===== config.mk =====
export PLATFORM = sky130hd
export DESIGN_NAME = pca_ram
export DESIGN_NICKNAME = d
export VERILOG_FILES = /design/src/hw/rtl/pca_ram.sv
export SDC_FILE = /design/constraint.sdc
export NUM_CORES = 2
export LEC_CHECK = 0
export ABC_AREA = 0
export BUFFER_PORTS_ARGS = -buffer_cell sky130_fd_sc_hd__buf_2
export CORE_AREA = 2 2 533 535
export CTS_BUF_LIST = sky130_fd_sc_hd__clkbuf_16
export DETAILED_ROUTE_END_ITERATION = 10
export DIE_AREA = 0 0 535 537
export GPL_ROUTABILITY_DRIVEN = 0
export SYNTH_ARGS = -nofsm -noshare
export SYNTH_HDL_FRONTEND = slang
export SYNTH_SLANG_ARGS = --single-unit

===== constraint.sdc =====
create_clock -name clk -period 3.7 [get_ports clk]
set_input_delay 0.37 -clock clk [delete_from_list [all_inputs] [get_ports clk]]
set_output_delay 0.37 -clock clk [all_outputs]
set_load 0.005 [all_outputs]

===== src/hw/rtl/pca_ram.sv =====
module pca_ram #(
  parameter int WIDTH = 32,
  parameter int DEPTH = 64
) (
  input  logic                     clk,
  input  logic                     we,
  input  logic [$clog2(DEPTH)-1:0] waddr,
  input  logic [WIDTH-1:0]         wdata,
  input  logic [$clog2(DEPTH)-1:0] raddr,
  output logic [WIDTH-1:0]         rdata
);
  logic [WIDTH-1:0] mem [DEPTH];

  always_ff @(posedge clk) begin
    if (we) begin
      mem[waddr] <= wdata;
    end
    rdata <= mem[raddr];
  end
endmodule


* Word level (Yosys, flattened, before mapping)
Memory sizes are Yosys's and may differ from the RTL's. A register that Yosys moved wholly into a read port is not among the register bits. Index checks and enable logic that the tools add are counted.
Cells by class: muxes and demuxes 2
Operators by type and width (number):
- 1-bit 2-to-1 mux | 2
Storage, ports and cells: bits in registers 0, memory bits (writable) 2048, input bits 46, output and inout port bits 32, word-level logic and storage cells 3, memories kept 1
Memories:
- mem | words 64, bits a word 32, read ports 1, clocked after memory_dff 1, wr ports 1, line 12 | logic [WIDTH-1:0] mem [DEPTH];

* Depth between registers and ports, before layout
depth after elaboration 2, depth in mapped cells 10, depth with buffers taken out 5

* Worst setup path after synthesis
OpenSTA, ideal clock, no wires.
path kind input port to flip-flop, start input waddr[3], end memory mem[48][0] (enable), library setup time 461 ps, arrival 3069 ps, required time 3239 ps, path slack 170 ps, stages on the path 4, path buffers 1, cell sequence clkbuf_1 -> nor2b_1 -> nand4b_1 -> nor3_1
RTL lines:
- from (decl) | line 7 | input logic [$clog2(DEPTH)-1:0] waddr,
- to (decl) | line 12
Straight into the memory's write port.

==> out/results.ini <==
[pwr]
ir_drop_mv=0.493
p_seq_frac=0.544
switchingPower_w=0.0104
p_per_area_nw_per_um2=525
switching_share=0.216
p_leak_nw=28.2
pwr-share-clk=0.407
combPwrFrac=0.049
power.internal_w=0.0378

[logic_synthesis]
synth_nets=3370
yosys.area_share.adder=0
synth.area.mux_share=0.168
yosys.area.top_type=edfxtp_1
yosys_warnings=0
syn_avg_cell_area_um2=23.6
synth_cell_types=34
synth_compound_area_frac=0.0167
synth-simple-area-share=0.0127
synth_top_family_by_area=multiplexers
synth_async_sr_flop_share=0
synth_edf_count=2048
synth_area_leaders=edfxtp_1, mux4_2, mux2i_1
synth_seq_cells=2080
synth_top_area_share=0.783
synth_cells=3324
synth-main-ff-cell=edfxtp_1
synthXorXnorAreaFrac=0
synth_area_um2=78500
ys_seq_area_frac=0.791

[placement]
portBuffers=77
dpl.hpwl_um=119000

[worst_hold_path]
worstHoldPathType=primary input to flip-flop

[timing]
min_period_ns=2.43
worstMarginPinSlew_ns=1.28
min_period_over_period=0.657
fin_skew_ns=0.0552
tns_ns=0
hold_viol_final=0
rsz0062_at_grt=no
setup_viol=0
slew_headroom=0.145
slew_violations=0
fmax_mhz=412

[clocking]
clkSlewWorstSetupHoldPaths_ns=0.06
cts_setup_buffers=0
cts_buffers=207
cts_tree=yes
ctsResizeCount=0
clk_latency_ns=0.85
clockBufferDepth=3
htreeDepth=4
clock-sinks=2080
cts-root-buf=clkbuf_16
postCtsHoldBufs=0

[drt]
wire_per_inst_um=27.4
num_vias=37300
drc_errors=0
drt-total-wl_um=207000
drtIter0Drc=4528
ant_nets=0
viasPerCell=4.93
drt_first_pass_iters=5

[global_route]
antenna_found_initial=21
grt_max_degree=65
grt_overflow=0
grt_pass1_wl_um=291000
grt_use_total=0.142
grt_pass1_vias=37700

[die]
rows=195
die_x_um=535
fp.coreArea_um2=281000
start_util=0.279
fp.dieArea_um2=287000
pin_count=78
die_h_um=537

[setup_path]
max_stage_delay_ns=0.53
start_kind=primary input
cp_cell_sequence=buf_8 > buf_12 > buf_4 > mux4_2 > mux4_2 > o22ai_1 > nor2_1
slowest_stage=mux4_2
arrival_ns=3.11
endpoint_kind=flip-flop
crit_required_ns=4.38
critPathKind=primary input to flip-flop
path_common_cell=mux4_2
path_max_fanout=38
crit_buf_inv=3
crit_family=multiplexers

[finish]
final_util=0.326
final_cell_mix=edfxtp_1, mux4_2, clkbuf_16, buf_4, mux2i_1
drive_above_1_share=0.305
layout_commonest_cell=edfxtp_1
nFillCells=26100
syn2layout_area_growth_pct=16.9
nets=3668

[status]
status=complete, no violations

[flow_run]
drv_cap=0

## cells by family (layout without fill, tap and decap cells)
family                 Yosys count  in the layout
AND/OR/NAND/NOR                223            223
flip-flops                    2080           2080
other                            0             12
buffers and inverters          182            659
multiplexers                   637            637
AO/OA/AOI/OAI                  202            202
## Yosys cell counts, types with 2 or more instances
master	number
edfxtp_1	2048
mux4_2	544
nor2_1	137
mux2i_1	93
o22ai_1	84
clkbuf_1	74
a21oi_1	62
buf_2	57
dfxtp_1	32
o221ai_1	27
nand2_1	26
buf_4	25
buf_1	21
nor2b_1	15
a22oi_1	12
a311oi_1	8
nand2b_1	8
nor3_1	7
buf_6	5
nand3_1	5
nand3b_1	5
a41o_1	4
and3_1	4
o32ai_1	4
or3_1	3
or3b_2	3
and2_1	2
nand4_1	2
or3b_1	2
## registers in the layout (all words and copies together), names as in the netlist
name,count
rdata,32
mem,2048
## metal layers
metal | vias up | global-route usage | part of all wire
met3 | 268 | 0.0231 | 0.072
met2 | 1499 | 0.233 | 0.49
met4 | 4 | 0.0424 | 0.025
li1 | 14900 | - | -
met1 | 20600 | 0.195 | 0.42
met5 | - | 0 | 0.00011
## metrics by stage
stage	cells	instance area, um2	total power [W]	worst slack (ns)	hold slack (ns)
2_1_floorplan	3324	78500	0.0279	0.170	0.469
3_3_place_gp	7156	85400	0.0291	0.293	0.700
3_5_place_dp	7156	85400	0.0291	0.297	0.745
4_1_cts	7544	91800	0.0486	1.20	0.143
5_1_grt	7550	91800	0.0496	1.17	0.178
6_report	7556	91800	0.0482	1.27	0.202
## final timing paths
| kind | startpoint | end | slack, ns | cells after the start |
|---|---|---|---|---|
| worst min-delay path | waddr[2] | mem[49][26] | 0.20 | 3 |
| worst max register to register | mem[47][28] | rdata[28] | 1.54 | 4 |
| worst max-delay path | raddr[0] | rdata[9] | 1.27 | 7 |
| worst min register to register | mem[12][8] | rdata[8] | 0.74 | 4 |
## power by group through the flow
stage	Combinational (W)	Clock [W]	Sequential, W
2_1_floorplan	0.00127	0	0.0266
3_5_place_dp	0.00240	0	0.0267
3_3_place_gp	0.00236	0	0.0267
5_1_grt	0.00251	0.0208	0.0262
6_report	0.00235	0.0196	0.0262
4_1_cts	0.00241	0.0200	0.0263
## area by class of cell
type / instances / area, um2 / share of cell area
clock buffer: 209 / 5230 / 0.0570
clock inverter: 179 / 1140 / 0.0125
sequential: 2080 / 62100 / 0.677
antenna: 12 / 30.0 / 0.000327
timing repair buffer: 271 / 2600 / 0.0284
multi-input combinational: 1062 / 16000 / 0.174
tap: 3743 / 4680 / 0.0510
## worst register-to-register path, stage by stage (launching register included)
cell and delay [ns]:
edfxtp_1 0.36, mux4_2 0.48, mux4_2 0.51, o22ai_1 0.56
nor2_1 0.12
(Power assumes the default switching activity.)
