--- config.mk ---
export PLATFORM = sky130hd
export DESIGN_NAME = pca_rsqrt
export DESIGN_NICKNAME = d
export VERILOG_FILES = /design/src/hw/rtl/pca_pkg.sv /design/src/hw/rtl/pca_rsqrt.sv
export SDC_FILE = /design/constraint.sdc
export NUM_CORES = 2
export LEC_CHECK = 0
export BUFFER_PORTS_ARGS = -buffer_cell sky130_fd_sc_hd__buf_2
export CORE_ASPECT_RATIO = 1.2
export CORE_UTILIZATION = 55
export CTS_CLUSTER_DIAMETER = 120
export DETAILED_ROUTE_END_ITERATION = 6
export GPL_ROUTABILITY_DRIVEN = 0
export GPL_TIMING_DRIVEN = 0
export PLACE_DENSITY = 0.71
export REMOVE_ABC_BUFFERS = 1
export SLEW_MARGIN = 15
export SYNTH_ARGS = -nofsm -noshare
export SYNTH_HDL_FRONTEND = slang
export SYNTH_SLANG_ARGS = --single-unit
--- constraint.sdc ---
create_clock -name clk -period 11.5 [get_ports clk]
set_input_delay 0 -clock clk [delete_from_list [all_inputs] [get_ports clk]]
set_output_delay 0 -clock clk [all_outputs]
set_load 0.005 [all_outputs]
--- src/hw/rtl/pca_pkg.sv ---
package pca_pkg;
  localparam int MAX_FEATURES   = 64;
  localparam int MAX_COMPONENTS = 16;
  localparam int FRAC_BITS      = 16;
  localparam int RSQRT_STEPS    = 4;
  localparam int FW             = $clog2(MAX_FEATURES);
  localparam int CW             = $clog2(MAX_COMPONENTS);
  localparam int WW             = FW + CW;

  localparam logic [2:0] OP_MEAN = 3'd0;
  localparam logic [2:0] OP_VAR  = 3'd1;
  localparam logic [2:0] OP_EIG  = 3'd2;
  localparam logic [2:0] OP_WGT  = 3'd3;
  localparam logic [2:0] OP_DATA = 3'd4;

  localparam logic [2:0] REG_CENTER = 3'd0;
  localparam logic [2:0] REG_SCALE  = 3'd1;
  localparam logic [2:0] REG_WHITEN = 3'd2;
  localparam logic [2:0] REG_NFEAT  = 3'd3;
  localparam logic [2:0] REG_NCOMP  = 3'd4;

  localparam logic [31:0] Q_MAX_U = 32'h7FFF_FFFF;

  typedef struct packed {
    logic        done;
    logic        flag;
    logic [31:0] root;
  } rsq_res_t;

  function automatic logic signed [63:0] round_shift(input logic signed [63:0] p);
    logic signed [63:0] u;
    u = p + (64'sd1 <<< (FRAC_BITS - 1));
    return u >>> FRAC_BITS;
  endfunction

  // {flag, clipped value}
  function automatic logic [32:0] clip32(input logic signed [63:0] v);
    if (v > 64'sh0000_0000_7FFF_FFFF) return {1'b1, 32'h7FFF_FFFF};
    if (v < -64'sh0000_0000_8000_0000) return {1'b1, 32'h8000_0000};
    return {1'b0, v[31:0]};
  endfunction

  function automatic logic signed [63:0] add_sat64(input logic signed [63:0] a,
                                                   input logic signed [63:0] b);
    logic signed [63:0] s;
    s = a + b;
    if (!a[63] && !b[63] && s[63]) return {1'b0, {63{1'b1}}};
    if (a[63] && b[63] && !s[63]) return {1'b1, {63{1'b0}}};
    return s;
  endfunction
endpackage

--- src/hw/rtl/pca_rsqrt.sv ---
module pca_rsqrt import pca_pkg::*; (
  input  logic               clk,
  input  logic               rst,
  input  logic               start,
  input  logic signed [31:0] value,
  output rsq_res_t           res
);
  localparam logic [2:0] R_IDLE = 3'd0;
  localparam logic [2:0] R_NORM = 3'd1;
  localparam logic [2:0] R_M0   = 3'd2;
  localparam logic [2:0] R_M1   = 3'd3;
  localparam logic [2:0] R_M2   = 3'd4;
  localparam logic [2:0] R_M3   = 3'd5;
  localparam logic [2:0] R_DONE = 3'd6;
  localparam int SW = $clog2(RSQRT_STEPS + 1);
  localparam logic [63:0] THREE = 64'd3 << FRAC_BITS;

  logic [2:0]    state;
  logic [30:0]   uv;
  logic [30:0]   sh;
  logic [5:0]    k;
  logic [30:0]   y;
  logic [63:0]   prod;
  logic [SW-1:0] step;
  logic          flag;
  logic [32:0]   ma;
  logic [63:0]   t_full;
  logic [32:0]   t_clip;
  logic [63:0]   m;
  logic [32:0]   d;
  logic [63:0]   ynew;
  logic [6:0]    s;

  assign t_full = prod >> FRAC_BITS;
  assign t_clip = (t_full > 64'hFFFF_FFFF) ? 33'h0_FFFF_FFFF : t_full[32:0];
  assign m      = prod >> FRAC_BITS;
  assign d      = (m >= THREE) ? 33'd0 : 33'(THREE - m);
  assign ynew   = prod >> (FRAC_BITS + 1);
  assign s      = 7'(3 * FRAC_BITS) - {1'b0, k};

  always_comb begin
    case (state)
      R_M0:    ma = {2'b0, uv};
      R_M1:    ma = t_clip;
      default: ma = d;
    endcase
  end

  always_ff @(posedge clk) begin
    if (rst) begin
      state <= R_IDLE;
      flag  <= 1'b0;
    end else begin
      case (state)
        R_IDLE: begin
          if (start) begin
            if (value <= 32'sd0) begin
              y     <= 31'h7FFF_FFFF;
              flag  <= 1'b1;
              state <= R_DONE;
            end else begin
              uv    <= value[30:0];
              sh    <= value[30:0];
              k     <= '0;
              step  <= '0;
              flag  <= 1'b0;
              state <= R_NORM;
            end
          end
        end
        R_NORM: begin
          if (sh != '0) begin
            sh <= sh >> 1;
            k  <= k + 6'd1;
          end else begin
            y     <= 31'd1 << s[6:1];
            state <= R_M0;
          end
        end
        R_M0, R_M1, R_M2: begin
          prod  <= 64'(ma * {2'b0, y});
          state <= state + 3'd1;
        end
        R_M3: begin
          y <= (ynew > 64'h7FFF_FFFF) ? 31'h7FFF_FFFF : ynew[30:0];
          if (step == SW'(RSQRT_STEPS - 1)) begin
            state <= R_DONE;
          end else begin
            step  <= step + 1'b1;
            state <= R_M0;
          end
        end
        R_DONE: begin
          if (y == 31'h7FFF_FFFF) flag <= 1'b1;
          state <= R_IDLE;
        end
        default: state <= R_IDLE;
      endcase
    end
  end

  always_comb begin
    res.done = (state == R_DONE);
    res.flag = flag || (y == 31'h7FFF_FFFF);
    res.root = {1'b0, y};
  end
endmodule

* Word level (Yosys, flattened, before mapping)
Cells that the tools add are included.
** Word-level totals
- Logic and storage cells :: 80
- Output and inout bits :: 34
- Flip-flop bits (word level) :: 170
- Input port bits :: 35
** Cells by class
- Bitwise logic cells :: 2
- $add $sub $neg :: 5
- $lt $le $gt $ge :: 4
- Multiply operators :: 1
- Reduce and logical (&&, ||, !) cells :: 15
- Equality and inequality tests :: 15
- Shift operators :: 1
- Multiplexer cells :: 29
** Operator list (number)
- 31-bit 2-to-1 mux :: 7
- 31-bit one-hot mux with 3 select lines :: 1
- 33-bit 2-to-1 mux :: 2
- 33-bit one-hot mux with 2 select lines :: 1
- 33-bit by 31-bit multiplier with 64-bit output :: 1
- 31-bit one-hot mux with 2 select lines :: 1
- 48-bit by 18-bit >= comparator with 1-bit output, second input constant :: 1
- 48-bit by 32-bit > comparator with 1-bit output, second input constant :: 1
- 47-bit by 31-bit > comparator with 1-bit output, second input constant :: 1
- 18-bit by 33-bit subtractor with 33-bit output, first input constant :: 1
- 32-bit by 1-bit less-or-equal comparator with 1-bit output, second input constant :: 1
- 31-bit == test, second input constant :: 1
- 31-bit nonzero test :: 1
- 1-bit by 6-bit left shift with 31-bit output, first input constant :: 1
- 3-bit 2-to-1 mux :: 7
- 6-bit 2-to-1 mux :: 3
- 5-bit AND reduction :: 3
- 2-bit inequality test, second input constant :: 6
- 3-bit one-hot mux with 4 select lines :: 1
- 6-bit one-hot mux with 2 select lines :: 1
- 3-bit by 2-bit == test with 1-bit output, second input constant :: 3
- 3-bit == test, second input constant :: 3
- 6-bit by 6-bit subtractor with 7-bit output, first input constant :: 1
- 3-bit by 1-bit adder with 3-bit output, second input constant :: 2
- 15 further kinds :: 21

* Longest topological paths before layout
- Depth in word-level cells :: 4
- Mapped depth :: 40

* Worst setup path after synthesis
Ideal clock, no wire load.
- Kind :: flip-flop to flip-flop
- From :: register prod[43]
- To :: register prod[61], data pin
- Buffers on the path :: 3
- Required time :: 11240 ps
- Setup slack :: 1920 ps
- Arrival :: 9320 ps
- Library setup time :: 260 ps
- Stages on the path, launching flop included :: 33
- Cells stage by stage :: edfxtp_1 or4_4 a2111oi_4 nand3_1 or3_1 clkbuf_1 buf_2 o311ai_2 buf_2 nand2_1 fa_1 inv_1 fa_1 fa_1 fa_1 fa_1 fa_1 fa_1 inv_1 fa_1 inv_1 ha_1 a21o_1 a21o_1 a21oi_1 o21ai_0 a221o_1 a211o_1 o211ai_2 a211oi_2 a311oi_1 o21bai_2 xor2_1
** Between the ends
- Longest elaborated chain between the ends :: 4
- Elaborated cells between the ends (all ways) :: 7
- Those cells by class :: 1 x add/sub; 1 x mul; 2 x order compare; 3 x mux
** Ends and longest elaborated chain
- start, declared :: line pca_rsqrt.sv:23 : logic [63:0] prod;
- start signal, assigned :: line pca_rsqrt.sv:81 : prod <= 64'(ma * {2'b0, y});
- 48-bit by 18-bit >= comparator with 1-bit output (tied with other cells) :: line pca_rsqrt.sv:37 : assign d = (m >= THREE) ? 33'd0 : 33'(THREE - m);
- 33-bit 2-to-1 mux, on equally long branches :: line pca_rsqrt.sv:37, pca_rsqrt.sv:35
- 33-bit one-hot mux with 2 select lines (*) :: line pca_rsqrt.sv:42 : case (state)
- 33-bit by 31-bit multiplier with 64-bit output (*) :: line pca_rsqrt.sv:81
Mark *: on every way between the ends. The rest lies on a longest branch, timed or not.
A chain may end at the register's enable or synchronous reset.

* Final worst setup path
- From :: register prod[45]
- To :: register prod[61], data pin
Same word-level chain as after synthesis.

==> metrics.md <==
| Metric | Value |
|---|---|
| Status | `finished, final reports clean` |
| Hold endpoint | `state[1]$_SDFFE_PP0P_` |
| Met1 usage | `38.3%` |
| # DRC | `0` |
| Reg2reg start | `prod[45]$_DFFE_PP_` |
| Mean post-synth cell area | `9.27 um^2` |
| HP Start | `start` |
| Detailed-route via count | `29400` |
| First-pass GRT wire length | `172000 um` |
| Arrival time of the worst setup path | `11.36 ns` |
| DRT antenna net count | `0` |
| Met2 Track Usage GR | `53.1%` |
| Setup crit start kind | `flip-flop` |
| Compound-cell area share of the yosys netlist | `5.36%` |
| Worst Path Max Fanout | `17` |
| MaxCap Viol Count | `0` |
| Bufs on Longest Clock Path | `2` |
| Die area | `72800 um^2` |
| Final Net Count | `5479` |
| Setup-failing EPs final | `0` |
| Core Area | `71000 um^2` |
| Register area | `4580 um^2` |
| Worst hold-check path type | `in -> reg` |
| Clock sinks | `154` |
| Count leader, synth | `inv_1` |
| Initial core utilization | `55.6%` |
| GRT Util Overall | `30.7%` |
| Number of fill cells | `5952` |
| Skew final | `0.0110 ns` |
| WHS Path Cells | `3` |
| Hold slack | `0.0833 ns` |
| Total gr overflow | `0` |
| CTS Buf Count | `17` |
| Gr busiest metal | `met2` |
| Synthesis Warnings | `0` |
| Stages on worst setup path | `34` |
| Initial antenna violation count | `4` |
| Post-synthesis mux area share | `0.0254%` |
| Row cnt | `107` |
| Top post-synthesis cells by area | `fa_1 45%, edfxtp_1 11%, inv_1 8.9%` |
| List of most frequent post-synthesis cells | `931 x inv_1, 894 x fa_1, 762 x nand2_1` |
| CTS tree | `yes` |
| Sequential share of the synthesized area | `11.6%` |
| GRT met3 Usage | `5.43%` |
| Total wire length | `105000 um` |
| Post-DR wirelength/cell | `20.0 um` |
| Cell mode on critical path | `fa_1` |
| H-Tree Depth | `4` |
| Later-pin clock latency in the skew report | `0.44 ns` |
| Buffers on Ports | `67` |
| Share of cells above drive strength 1 | `6.21%` |
| Die width | `246 um` |
| XOR/XNOR Fraction of Synth Area | `1.40%` |
| Multi-input combinational cell area | `30900 um^2` |
| Kind of critical path | `reg -> reg` |
| Die H | `295 um` |
| Crit path max-delay family | `adder cells` |
| FF-to-FF path depth | `34` |
| Drt initial violations | `2313` |
| WP data required | `11.68 ns` |
| Synth Instances | `4256` |
| Least-Margin Pin Slew | `0.949 ns` |
| Via/cell ratio | `5.63` |
| Slew Limit Fails | `0` |
| Flop2flop setup slack | `0.32 ns` |
| Highest clock rate | `89.5 MHz` |
| Critical-path top delay cell | `or4_1` |
| Slew margin rel. | `36.5%` |
| CP Buf/Inv Count | `8` |
| TNS Setup | `0 ns` |
| Crit end category | `flip-flop` |
| Synth top area share | `45.4%` |
| Synth Area in Simple Gates | `16.7%` |
| Post-Synthesis Cell Area | `39400 um^2` |
| Post-synthesis adder-cell area fraction | `53.7%` |
| Post-synth EDFFs | `150` |
| IO Pins | `69` |
| Ys async rst share | `0%` |
| Area grow syn2layout | `9.11%` |
| Worst R2R End | `prod[61]$_DFFE_PP_` |
| Synth cell types | `70` |
| Period utilization | `97.2%` |
| #FFs+latches synth | `154` |
| Leading area contributor after synthesis | `fa_1` |
| Final Hold Vio Count | `0` |
| Min cycle time layout | `11.18 ns` |
| Ys flop type | `edfxtp_1` |
| Crit-path max cell delay | `0.60 ns` |
| Vias in the first global route | `31900` |
| Clk pin slew, worst setup/hold paths | `0.06 ns` |
| DRT Pass-1 Iters | `6` |
| Largest net degree at the start of global routing | `42` |
| Main combinational cell family by area after synthesis | `adder cells` |
| Post-DP HPWL | `85100 um` |
| Root Buffer | `clkbuf_16` |
## worst max path at each step
stage	start	end
after floorplan	prod[52]$_DFFE_PP_	prod[61]$_DFFE_PP_
after global placement	prod[52]$_DFFE_PP_	prod[61]$_DFFE_PP_
after detailed placement	prod[52]$_DFFE_PP_	prod[61]$_DFFE_PP_
after CTS	state[2]$_SDFFE_PP0P_	prod[61]$_DFFE_PP_
after global routing	prod[16]$_DFFE_PP_	prod[63]$_DFFE_PP_
final	prod[45]$_DFFE_PP_	prod[61]$_DFFE_PP_
## cells by family after synthesis
logic type	after synthesis
AO/OA/AOI/OAI	328
XOR/XNOR	63
adder cells (fa/ha/maj)	1158
buffers and inverters	1163
flip-flops	154
multiplexers	1
other	2
AND/OR/NAND/NOR	1387
## timing repair
action | CTS | global route
pin swaps | 3 | 3
buffers inserted | 5 | 3
resized for setup | 5 | 6
gates cloned | 1 | 0
endpoints found under the hold margin | 65 | 0
setup endpoints to repair | 15 | 6
hold buffers | 33 | 0
## worst min-delay path, cell delays in order
cell and delay, ns:
buf_2 0.14, o21a_1 0.24, o31ai_1 0.08
## final cells by class
| type | instances | area share (%) |
|---|---|---|
| repair buffers | 212 | 5.43 |
| well taps | 926 | 2.69 |
| multi-input cells | 2970 | 71.7 |
| inverters | 931 | 8.12 |
| flip-flops and latches | 154 | 10.7 |
| diodes | 4 | 0.0233 |
| clock buffers | 18 | 0.997 |
| clock inverters | 14 | 0.372 |
## registers in the layout (all words and copies together), names as in the netlist
register	cells
prod	48
sh	31
uv	31
y	31
k	6
state	3
step	3
flag	1
## through the flow
| stage | instance area [um^2] | setup WS [ns] | std cells | utilization (%) |
|---|---|---|---|---|
| after CTS | 43000 | 0.0216 | 5222 | 60.6 |
| after global placement | 40200 | -3.81 | 5047 | 56.6 |
| after detailed placement | 42000 | -0.760 | 5151 | 59.2 |
| final | 43000 | 0.324 | 5229 | 60.7 |
| after floorplan | 38700 | 0.754 | 4054 | - |
| after global routing | 43000 | -0.0296 | 5227 | 60.6 |
## per-layer routing
| metal | vias to the layer above | wire, um |
|---|---|---|
| li1 | 12700 | - |
| met1 | 15300 | 39300 |
| met2 | 1143 | 53000 |
| met3 | 295 | 7770 |
| met4 | 4 | 4650 |
| met5 | - | 91 |
## placed cells by master, fill, tap and decap left out, drive strengths merged, types with 8 or more instances in the layout
| master | count |
|---|---|
| edfxtp | 150 |
| nor2b | 10 |
| nand2b | 10 |
| fa | 894 |
| clkbuf | 18 |
| o211ai | 12 |
| o21bai | 13 |
| nor3 | 24 |
| and2 | 419 |
| a21o | 46 |
| a21oi | 76 |
| buf | 179 |
| xor2 | 26 |
| o21ai | 101 |
| nand3 | 15 |
| nor4 | 27 |
| nand4 | 28 |
| a31oi | 8 |
| dlygate4sd3 | 33 |
| nor2 | 63 |
| nand2 | 762 |
| or3 | 9 |
| inv | 937 |
| o21a | 16 |
| xnor2 | 37 |
| ha | 264 |
| conb | 32 |
Power is not shown: default switching activity piles up to over one toggle a cycle in this logic, so the estimate is an artifact.
